==> src/design/accel_tilt_and_direction_sectors_macros.svh <==
// Assertion macros for the tilt and direction block.
// Used by design files that check their own logic; needs i_clk and i_rst_n in scope.
`ifndef ACCEL_TILT_AND_DIRECTION_SECTORS_MACROS_SVH
`define ACCEL_TILT_AND_DIRECTION_SECTORS_MACROS_SVH

// check while out of reset
`define ATSD_ASSERT(lbl, prop) \
    lbl: assert property (@(posedge i_clk) disable iff (!i_rst_n) prop) \
        else $error("atsd check failed");

// check at every edge, reset included
`define ATSD_ASSERT_ALWAYS(lbl, prop) \
    lbl: assert property (@(posedge i_clk) prop) else $error("atsd check failed");

`endif

==> src/design/atsd_pkg.sv <==
// Shared widths, constants and angle table for the tilt and direction block.
// No dependencies.
package atsd_pkg;
    localparam int AXW = 16;
    localparam int NW  = 40;
    localparam int RW  = 20;
    localparam int REMW = 22;
    localparam int CW  = 48;
    localparam int AW  = 34;
    localparam int TAB_LEN = 24;

    localparam logic signed [AW-1:0] DEG180_UNITS = AW'(64'sd1179648000);
    localparam logic signed [AW-1:0] DEG360_UNITS = AW'(64'sd2359296000);
    localparam logic signed [AW-1:0] ROUND_HALF   = AW'(64'sd32768);

    localparam logic [15:0] DIR_FULL  = 16'd36000;
    localparam logic [15:0] DIR_60    = 16'd6000;
    localparam logic [15:0] DIR_30    = 16'd3000;
    localparam logic [15:0] DIR_150   = 16'd15000;
    localparam logic [15:0] DIR_120   = 16'd12000;
    localparam logic [15:0] DIR_240   = 16'd24000;
    localparam logic [15:0] DIR_210   = 16'd21000;
    localparam logic [15:0] DIR_330   = 16'd33000;
    localparam logic [15:0] DIR_300   = 16'd30000;

    localparam logic signed [AW-1:0] TILT_MAX = AW'(64'sd9000);
    localparam logic signed [AW-1:0] TILT_MIN = AW'(-64'sd9000);

    localparam logic [7:0] LED_SEC0   = 8'h20;
    localparam logic [7:0] LED_SEC90  = 8'h10;
    localparam logic [7:0] LED_SEC180 = 8'h04;
    localparam logic [7:0] LED_SEC270 = 8'h08;
    localparam logic [7:0] LED_FORCE  = 8'h01;

    localparam logic [31:0] ATAN_UNITS [0:TAB_LEN-1] = '{
        32'd294912000, 32'd174096719, 32'd91987925, 32'd46694507, 32'd23437865,
        32'd11730358, 32'd5866610, 32'd2933484, 32'd1466764, 32'd733385,
        32'd366693, 32'd183346, 32'd91673, 32'd45837, 32'd22918,
        32'd11459, 32'd5730, 32'd2865, 32'd1432, 32'd716,
        32'd358, 32'd179, 32'd90, 32'd45
    };
endpackage

==> src/design/atsd_cordic_rot.sv <==
// One CORDIC vectoring micro-rotation at a fixed shift.
// Depends on atsd_pkg for widths and the arctangent table.
module atsd_cordic_rot #(
    parameter int STEP = 0
) (
    input  logic signed [atsd_pkg::CW-1:0] i_x,
    input  logic signed [atsd_pkg::CW-1:0] i_y,
    input  logic signed [atsd_pkg::AW-1:0] i_acc,
    output logic signed [atsd_pkg::CW-1:0] o_x,
    output logic signed [atsd_pkg::CW-1:0] o_y,
    output logic signed [atsd_pkg::AW-1:0] o_acc
);
    import atsd_pkg::*;

    logic signed [CW-1:0] xs;
    logic signed [CW-1:0] ys;
    logic signed [AW-1:0] ang;

    always_comb begin
        xs  = i_x >>> STEP;
        ys  = i_y >>> STEP;
        ang = signed'({2'b00, ATAN_UNITS[STEP]});
        if (!i_y[CW-1]) begin
            o_x   = i_x + ys;
            o_y   = i_y - xs;
            o_acc = i_acc + ang;
        end else begin
            o_x   = i_x - ys;
            o_y   = i_y + xs;
            o_acc = i_acc - ang;
        end
    end
endmodule

==> config.mk <==
export PLATFORM = sky130hd
export DESIGN_NAME = atsd_cordic_rot
export DESIGN_NICKNAME = d
export VERILOG_FILES = /design/src/design/accel_tilt_and_direction_sectors_macros.svh /design/src/design/atsd_pkg.sv /design/src/design/atsd_cordic_rot.sv
export SDC_FILE = /design/constraint.sdc
export NUM_CORES = 1
export LEC_CHECK = 0
export BUFFER_PORTS_ARGS = -buffer_cell sky130_fd_sc_hd__buf_4
export CORE_MARGIN = 5
export CORE_UTILIZATION = 55
export DETAILED_ROUTE_END_ITERATION = 8
export PLACE_DENSITY_LB_ADDON = 0.08
export SETUP_SLACK_MARGIN = 0.1
export SLEW_MARGIN = 10
export SYNTH_ARGS = -nofsm -noshare
export SYNTH_HDL_FRONTEND = slang
export SYNTH_SLANG_ARGS = --single-unit
==> constraint.sdc <==
create_clock -name vclk -period 5
set_input_delay 0.75 -clock vclk [all_inputs]
set_output_delay 0.75 -clock vclk [all_outputs]
set_load 0.02 [all_outputs]
# Word level (Yosys, flattened, before mapping)
# Cells that the tools add are included.
# word_totals
reg_bits,0
latchBits,0
ramBits,0
mem_bits_ro,0
in_bits,130
output_inout_bits,130
word_cells,8
mem_count,0
# op_classes
add_sub_neg,5
n_mul,0
div_mod_pow,0
magnitude_cmp,0
n_eq_ne,0
shifts,0
n_mux,3
n_bitwise,0
reduce_logical,0
# ops
op,n
48-bit two-way mux,2
48-bit subtractor,2
48-bit adder,1
"34-bit by 30-bit adder with 34-bit output, second input constant",1
34-bit two-way mux,1
"34-bit by 30-bit subtractor with 34-bit output, second input constant",1

# Depth between registers and ports, before layout
# Gate-level depths: netlist of the first run.
# depth
ltp_word,2
mapped_depth,14
depth_no_buf,13

# Worst setup path after synthesis of the first run
# No wires, ideal clock.
# synth_timing
path_type,input-to-output
from,input i_y[47] in the netlist's numbering
to,output o_acc[32] in the netlist's numbering
arrival_ns,3.889
required_ns,4.250
slack_ns,0.361
cell_stages,14
n_path_buf,2
path_cell_list,clkinv_1 > clkbuf_1 > buf_1 > ha_1 > nor2b_1 > o21ai_1 > a21boi_0 > o21ai_0 > a21boi_1 > o21ai_0 > a21oi_1 > o41ai_1 > or4b_1 > o211ai_1
# synth_via
elab_chain_len,1
# synth_lines
element,line_no,text
start: declaration,atsd_cordic_rot.sv:7,"input logic signed [atsd_pkg::CW-1:0] i_y,"
34-bit two-way mux,atsd_cordic_rot.sv:23,if (!i_y[CW-1]) begin
end: declaration,atsd_cordic_rot.sv:11,output logic signed [atsd_pkg::AW-1:0] o_acc
# Every way passes these cells.

# Worst setup path in the final report of the first run
# layout_timing
from,input i_x[19] in the netlist's numbering
to,output o_x[42] in the netlist's numbering
# layout_via
elab_chain_len,2
elab_cells_between_ends,3
cone_classes,2 x add/sub; 1 x mux
# layout_lines
element,line_no,text
start: declaration,atsd_cordic_rot.sv:6,"input logic signed [atsd_pkg::CW-1:0] i_x,"
48-bit adder or 48-bit subtractor (tied branches),"atsd_cordic_rot.sv:24, atsd_cordic_rot.sv:28",
48-bit two-way mux (*),atsd_cordic_rot.sv:23,
end: declaration,atsd_cordic_rot.sv:9,"output logic signed [atsd_pkg::CW-1:0] o_x,"
# Mark *: on every way between the ends. The rest lies on a longest branch, timed or not.

==> key figures, run 1 <==
Outcome
  • Status: finished clean

Critical path
  • Crit path DAT: 4.10 ns
  • CP Max Fanout: 10
  • Setup CP Type: in -> out
  • Critical path launch point type: primary input
  • Type of destination of the critical path: output pin
  • CP required: 4.25 ns

Timing
  • Final Setup Violations: 0
  • Fmax achieved: 206 MHz
  • Actual slew at the worst max-slew pin: 1.16 ns
  • Slew Viols, Final: 0
  • Tmin final: 4.85 ns
  • Unrepaired setup endpoints after global routing: yes
  • Setup TNS: 0 ns
  • Rel. slew slack: 0.225
  • Final period utilization: 0.969
  • Final hold vios: 0
  • Setup WS post-layout: 0.153 ns

Yosys
  • Synth Cell Area: 0.00947 sq mm
  • Post-synth top area share: 0.205
  • Count leader, synth: a21oi_1
  • Post-synth top cells: 183 x a21oi_1, 155 x ha_1, 142 x inv_1
  • Cell type with the largest total area after synthesis: ha_1
  • Syn Inst Count: 1,439
  • Unique masters post-synth: 73
  • Synthesized Nets: 1,728
  • Synth area leaders: ha_1 20%, a21oi_1 9.7%, xnor2_1 7.6%
  • Register area share after synthesis: 0
  • Syn. warnings: 0
  • Synthesized area per cell: 6.58 sq um

Global route
  • Initial antenna violation count: 1
  • First-pass GRT wire length: 57,500 um
  • Number of global-route vias before repair: 11,116
  • Global route overflow: 0
  • Largest net degree at the start of global routing: 106
  • GR Util All Layers: 0.347

Power and ir drop
  • Leak Pwr: 5.68 nW
  • Total power: 2.07 mW
  • Register share of total power: 0
  • Peak VDD IR: 0.119 mV
  • Combinational share of power: 1.000
  • Sw power: 1.24 mW
  • Clock network power share: 0
  • Switching Fraction: 0.598
  • Internal Power: 831 uW
  • P per Cell Area: 179 mW/mm^2

Drt
  • Routed WL: 37,000 um
  • Iteration-0 DRC Markers: 1,395
  • Met3 routed WL: 4170 um
  • Vias: 11,917
  • Drt wl/cell: 19.8 um
  • DR pass1 iterations: 7
  • Final ANT Viol Nets: 0
  • Sum of routed wire segments on met1: 15,100 um
  • Met2 routed WL: 16,200 um
  • Vias per cell: 6.38
  • DR top layer: met5
  • DRC viols: 0

Die
  • Core Footprint: 0.0171 sq mm
  • IO Count: 260
  • Die height: 141 um
  • Starting density of the core: 0.553
  • Die X: 141 um
  • FP Rows: 48
  • Full die area: 0.0199 sq mm

Place
  • Port Buffers: 224
  • Pre-CTS WS: 0.127 ns
  • Dpl hpwl: 31,100 um
  • Final GP Congestion: 1.06

CTS
  • Hold buffers post-CTS: 0

Hold path
  • Hold path start: i_acc[4]
  • Hold Crit Class: in -> out
  • WHS Path Cells: 0
  • WHS Endpoint: o_acc[4]

Layout
  • Fin util: 0.676
  • Share of layout cells above drive strength 1: 0.193
  • Fill cell count: 1,540
  • Reg area: 0 sq um
  • Seq_cells: 0
  • # clk buffers: 0
  • # nets final: 1,932
  • Layout area overhead: 22.2%

Run
  • Max-cap violations: 0
[cell usage in the layout (no fill, tap or decap), types with 10 or more instances in the layout]
master	count
nand2b_1	15
xnor2_1	82
o211ai_1	16
xor2_1	18
nor3_1	28
and2_1	13
and3_1	10
a21oi_1	183
o21ai_1	16
o21a_1	16
mux2i_1	25
o21bai_1	43
buf_4	289
nand4_1	22
nor2b_1	32
nor2_1	116
a211oi_1	18
nor4_1	15
nand3_1	32
o31ai_1	19
o21ai_0	91
a21o_1	42
ha_1	155
inv_1	142
a31oi_1	13
nand2_1	66
[cell type report]
type,count,area [sq um],share of cell area
Timing Repair Buffer,289,2170,0.188
Inverter,148,556,0.0480
Multi-Input combinational cell,1204,8560,0.740
Antenna cell,1,2.50,0.000216
Tap cell,225,282,0.0243
[what timing repair did]
action / 4_1_cts / 5_1_grt
endpoints found under the setup margin: 0 / 15
resized for setup: 0 / 9
buffers inserted: 0 / 1
[power groups by stage]
stage	Combinational, mW	Clock (mW)	Sequential [mW]
5_1_grt	2.20	0	0
6_report	2.07	0.0000000181	0
3_5_place_dp	2.01	0	0
4_1_cts	2.02	0	0
2_1_floorplan	1.24	0	0
3_3_place_gp	2.01	0	0
[through the flow]
step           cells  hold slack [ns]  cell area, sq um
2_1_floorplan   1439             1.60              9470
6_report        1867             1.50             11600
3_3_place_gp    1865             1.50             11500
5_1_grt         1866             1.50             11600
4_1_cts         1865             1.50             11500
3_5_place_dp    1865             1.50             11500
[worst max-delay path by stage]
stage / start / to / slack (ns) / cells past startpoint
floorplan: i_y[47] / o_acc[32] / 0.36 / 14
global placement: i_x[19] / o_x[42] / 0.17 / 14
detailed placement: i_x[19] / o_x[42] / 0.13 / 14
CTS: i_x[19] / o_x[42] / 0.13 / 14
global route: i_x[19] / o_x[42] / 0.02 / 15
finish: i_x[19] / o_x[42] / 0.15 / 15
[per-layer routing]
metal | up-vias | track usage
met5 | - | 0
met4 | 2 | 0.120
met3 | 146 | 0.0495
met2 | 811 | 0.555
met1 | 5420 | 0.475
li1 | 5538 | -
[worst max-delay path: stages]
cell,delay (ns)
buf_4,0.09
inv_1,0.04
ha_1,0.42
a21oi_1,0.29
o21ai_0,0.19
a2111oi_1,0.63
o211ai_1,0.19
buf_4,0.22
a31oi_1,0.20
o21ai_0,0.14
buf_4,0.18
a211oi_1,0.29
a21oi_1,0.11
xor2_1,0.17
buf_4,0.18
[cell families after synthesis]
family                   synth area share
AND/OR/NAND/NOR                     0.203
XOR/XNOR                           0.0925
AO/OA/AOI/OAI                       0.362
multiplexers                       0.0276
adder cells (fa/ha/maj)             0.213
buffers and inverters               0.101
Note: power is estimated with default switching activity, not from simulation.
==> inputs of run 2 (changes only) <==
CORE_UTILIZATION = 45   (was 55)
==> key figures, run 2 (synthesized netlist as in run 1, its figures left out) <==
Outcome
  • Status: finished clean

Drt
  • Vias per cell: 5.98 (-6.4%)
  • Vias: 11,517 (-3.4%)
  • Routed WL: 37,400 um (+1.0%)
  • Iteration-0 DRC Markers: 896 (-36%)
  • Drt wl/cell: 19.4 um (-2.1%)
  • DRC viols: 0 (unchanged)
  • DR pass1 iterations: 5 (-2)
  • Final ANT Viol Nets: 0 (unchanged)

Power and ir drop
  • P per Cell Area: 177 mW/mm^2 (-0.87%)
  • Peak VDD IR: 0.112 mV (-5.3%)
  • Leak Pwr: 5.74 nW (+0.93%)

Timing
  • Fmax achieved: 212 MHz (+2.7%)
  • Final Setup Violations: 0 (unchanged)
  • Actual slew at the worst max-slew pin: 0.996 ns (-0.167 ns)
  • Setup WS post-layout: 0.283 ns (+0.130 ns)
  • Final hold vios: 0 (unchanged)
  • Tmin final: 4.72 ns (-0.130 ns)
  • Setup TNS: 0 ns (unchanged)
  • Unrepaired setup endpoints after global routing: yes
  • Slew Viols, Final: 0 (unchanged)
  • Final period utilization: 0.943 (-0.0259)
  • Rel. slew slack: 0.336 (+0.111)

Die
  • Die X: 155 um (+9.8%)
  • Full die area: 0.0240 sq mm (+21%)
  • Core Footprint: 0.0209 sq mm (+22%)
  • Starting density of the core: 0.453 (-0.0999)
  • IO Count: 260 (unchanged)
  • Die height: 155 um (+9.8%)
  • FP Rows: 53 (+10%)

Global route
  • Number of global-route vias before repair: 10,845 (-2.4%)
  • First-pass GRT wire length: 57,600 um (+0.31%)
  • Initial antenna violation count: 0 (-1)
  • GR Util All Layers: 0.288 (-0.0585)
  • Global route overflow: 0 (unchanged)
  • Largest net degree at the start of global routing: 92 (-13%)

Run
  • Max-cap violations: 0 (unchanged)

Layout
  • Reg area: 0 sq um (unchanged)
  • # nets final: 1,943 (+0.57%)
  • # clk buffers: 0 (unchanged)
  • Multi-input logic area: 0.00860 sq mm (+0.47%)
  • Layout area overhead: 24.1%
  • Seq_cells: 0 (unchanged)
  • Inserted Diodes: 0 (-1)
  • Most common cell after layout, fill and taps aside: buf_4
  • Fill cell count: 2,168 (+41%)
  • Final Cell Area: 0.0118 sq mm (+1.6%)
  • Most frequent cells in the layout: 300 x buf_4, 183 x a21oi_1, 152 x ha_1, 141 x inv_1, 116 x nor2_1
  • Layout Cells excl Fill: 1,927 (+3.2%)
  • Share of layout cells above drive strength 1: 0.203 (+0.00961)

Hold path
  • Hold Crit Class: in -> out

Critical path
  • Type of destination of the critical path: output pin
  • CP Max Fanout: 7 (-3)
  • Crit path DAT: 3.97 ns (-0.13 ns)
  • Setup CP Type: in -> out
  • Critical path launch point type: primary input
  • CP required: 4.25 ns (about the same)

Place
  • Dpl hpwl: 31,500 um (+1.5%)
  • Port Buffers: 224 (unchanged)
  • Placed inst area: 0.0117 sq mm (+1.3%)
  • Final GP Congestion: 1.00 (-5.4%)
  • Pre-CTS WS: 0.138 ns (+0.0111 ns)
  • Post-placement cell count: 1,926 (+3.3%)
run 2: cell count changes in the layout (fill, tap and decap cells not counted), sizes merged:
cell   previous run  this run
diode             1         0
buf             289       300
run 2: area by class of cell:
type                       instances  area share
inverter                         148      0.0473
tap                              275      0.0293
timing repair buffer             300       0.192
multi-input combinational       1204       0.732
run 2: path summary, 6_finish.rpt:
path              startpoint        to  slack [ns]  cells after the start
hold / removal      i_acc[0]  o_acc[0]        1.50                      0
setup / recovery     i_x[12]   o_x[47]        0.28                     14
run 2: layer usage:
| layer | vias to the layer above | GRT usage | routed length [um] |
|---|---|---|---|
| met5 | - | 0 | 0 |
| met4 | 0 | 0.0883 | 1410 |
| met3 | 100 | 0.0342 | 3320 |
| met2 | 611 | 0.465 | 16500 |
| met1 | 5256 | 0.402 | 16200 |
| li1 | 5550 | - | - |
run 2: through the flow:
stage                     hold slack [ns]   util  power (mW)
after global routing                 1.50  0.563        2.23
after CTS                            1.50  0.558        2.04
final                                1.50  0.563        2.08
after global placement               1.50  0.558        2.04
after floorplan                      1.60      -        1.24
after detailed placement             1.50  0.558        2.04
run 2: power by group:
group,internal [mW],leakage [nW],switching [mW]
registers,0,0,0
clock network,0,0,0
logic,0.843,5.74,1.24
run 2: repair_timing:
action                     4_1_cts  5_1_grt
resized for setup                0       13
hold buffers                     0        0
setup endpoints to repair        0       14
setup buffers                    0        1
run 2: worst max-delay path, stage by stage:
cell,delay (ns)
buf_4,0.10
inv_1,0.04
ha_1,0.43
a21oi_1,0.18
o31ai_1,0.33
buf_4,0.19
a2bb2oi_1,0.27
nand2_1,0.18
o2111ai_1,0.23
nand2_1,0.16
o311ai_0,0.45
o31ai_1,0.13
xnor2_1,0.32
buf_4,0.21
==> inputs of run 3 (changes only) <==
CAP_MARGIN = 15   (was unset)
clock period = 3.93 ns   (was 5 ns; I/O delays follow)
==> key figures, run 3 (synthesized netlist as in run 1, its figures left out) <==
Hold path
  • WHS Endpoint: o_acc[15]
  • Hold path start: i_acc[15]
  • Hold Crit Class: in -> out
  • WHS Path Cells: 0 (unchanged)

Drt
  • Vias: 13,482 (+17%)
  • DRC viols: 0 (unchanged)
  • Routed WL: 45,800 um (+23%)
  • Drt wl/cell: 20.2 um (+4.2%)
  • DR pass1 iterations: 7 (+2)
  • Iteration-0 DRC Markers: 1,258 (+40%)
  • Vias per cell: 5.95 (-0.45%)
  • Final ANT Viol Nets: 0 (unchanged)

Global route
  • GR Layer Usage met1: 0.431 (+0.0298)
  • Met2 GRT Util: 0.588 (+0.123)
  • Grt met3 use: 0.0373 (+0.00306)
  • First-pass GRT wire length: 67,100 um (+16%)
  • Largest net degree at the start of global routing: 71 (-23%)
  • Most Crowded Layer GR: met2
  • Global route overflow: 0 (unchanged)
  • GR Util All Layers: 0.338 (+0.0501)
  • Initial antenna violation count: 0 (unchanged)
  • Number of global-route vias before repair: 13,049 (+20%)

Place
  • Final GP Congestion: 1.01 (+1.1%)
  • Dpl hpwl: 35,200 um (+12%)
  • Port Buffers: 224 (unchanged)
  • Placed inst area: 0.0137 sq mm (+18%)
  • Post-placement cell count: 2,193 (+14%)

Die
  • IO Count: 260 (unchanged)
  • FP Rows: 53 (unchanged)
  • Die X: 155 um (unchanged)
  • Starting density of the core: 0.453 (unchanged)
  • Die height: 155 um (unchanged)
  • Full die area: 0.0240 sq mm (unchanged)
  • Core Footprint: 0.0209 sq mm (unchanged)

Power and ir drop
  • Leak Pwr: 7.73 nW (+35%)
  • Peak VDD IR: 0.154 mV (+37%)
  • Total power: 3.55 mW (+71%)
  • P per Cell Area: 218 mW/mm^2 (+23%)

Layout
  • Layout Cells excl Fill: 2,266 (+18%)
  • Most frequent cells in the layout: 572 x buf_4, 148 x a21oi_1, 126 x inv_1, 120 x ha_1, 106 x nor2_1
  • Share of layout cells above drive strength 1: 0.453 (+0.250)
  • Most common cell after layout, fill and taps aside: buf_4
  • Reg area: 0 sq um (unchanged)
  • Seq_cells: 0 (unchanged)
  • Fill cell count: 1,578 (-27%)
  • # clk buffers: 0 (unchanged)
  • # nets final: 2,282 (+17%)
  • Multi-input logic area: 0.0102 sq mm (+19%)
  • Inserted Diodes: 0 (unchanged)
  • Layout area overhead: 71.9%
  • Final Cell Area: 0.0163 sq mm (+38%)

Critical path
  • Crit path DAT: 3.68 ns (-0.29 ns)
  • Critical path launch point type: primary input
  • CP Max Fanout: 3 (-4)
  • CP required: 3.34 ns (-0.91 ns)
  • Setup CP Type: in -> out
  • WP buf/inv: 2 (-2)
  • Delay-heaviest family, CP: simple AND/OR/NAND/NOR gates
  • Cell Chain, Critical Path: buf_8 -> ha_4 -> or4_4 -> nand4b_4 -> nor4b_4 -> o21ai_1 -> nand4_1 -> o21bai_2 -> a2111oi_4 -> or3_4 -> nand3_4 -> a311oi_4 -> buf_6
  • Type of destination of the critical path: output pin
  • Slowest CP cell: or4_4
  • CP max stage delay: 0.53 ns (+0.08 ns)

Timing
  • Slew Viols, Final: 0 (unchanged)
  • Final hold vios: 0 (unchanged)
  • Final period utilization: 1.09
  • Setup TNS: -2.99 ns (-2.99 ns)
  • Rel. slew slack: 0.477 (+0.141)
  • Unrepaired setup endpoints after global routing: yes
  • Actual slew at the worst max-slew pin: 0.777 ns (-0.219 ns)
  • WHS: 1.18 ns (-0.321 ns)
  • Fmax achieved: 234 MHz
  • Final Setup Violations: 24 (+24)
  • Tmin final: 4.27 ns
  • Setup WS post-layout: -0.335 ns (-0.618 ns)

Outcome
  • Failing checks: negative setup slack
  • Status: finished with violations

Run
  • Max-cap violations: 0 (unchanged)
-- run 3: what timing repair did --
action / in CTS / in global routing
endpoints found under the setup margin: 57 / 63
endpoints found under the hold margin: 0 / 0
gates resized for setup: 246 / 179
setup buffers: 26 / 50
hold buffers: 0 / 0
pin swaps: 123 / 123
-- run 3: worst max path at each step --
stage,startpoint,end,slack [ns],cells after the start
5_1_grt,i_y[28],o_y[47],-0.42,13
3_3_place_gp,i_x[0],o_x[24],-0.49,16
2_1_floorplan,i_x[29],o_x[41],0.08,12
6_report,i_y[28],o_y[47],-0.34,13
4_1_cts,i_x[28],o_y[47],-0.30,14
3_5_place_dp,i_x[1],o_x[41],-0.51,17
-- run 3: routing by layer --
layer  vias up  part of all wire
li1       6237                 -
met2       755              0.47
met1      6325              0.39
met4         0             0.050
met5         -                 0
met3       165             0.085
-- run 3: final cells by class --
class | instances | share of cell area
multi-input combinational | 1204 | 0.629
timing repair buffer | 639 | 0.314
inverter | 148 | 0.0355
tap | 275 | 0.0211
-- run 3: through the flow --
step,util,setup WS (ns)
finish,0.779,-0.335
CTS,0.721,-0.304
floorplan,-,0.0780
global placement,0.656,-0.494
detailed placement,0.656,-0.508
global route,0.779,-0.418
-- run 3: power by group --
group / switching (mW) / total, mW / internal, mW / leakage, nW
clock network: 0 / 0 / 0 / 0
registers: 0 / 0 / 0 / 0
logic: 1.91 / 3.55 / 1.64 / 7.73
total: 1.91 / 3.55 / 1.64 / 7.73
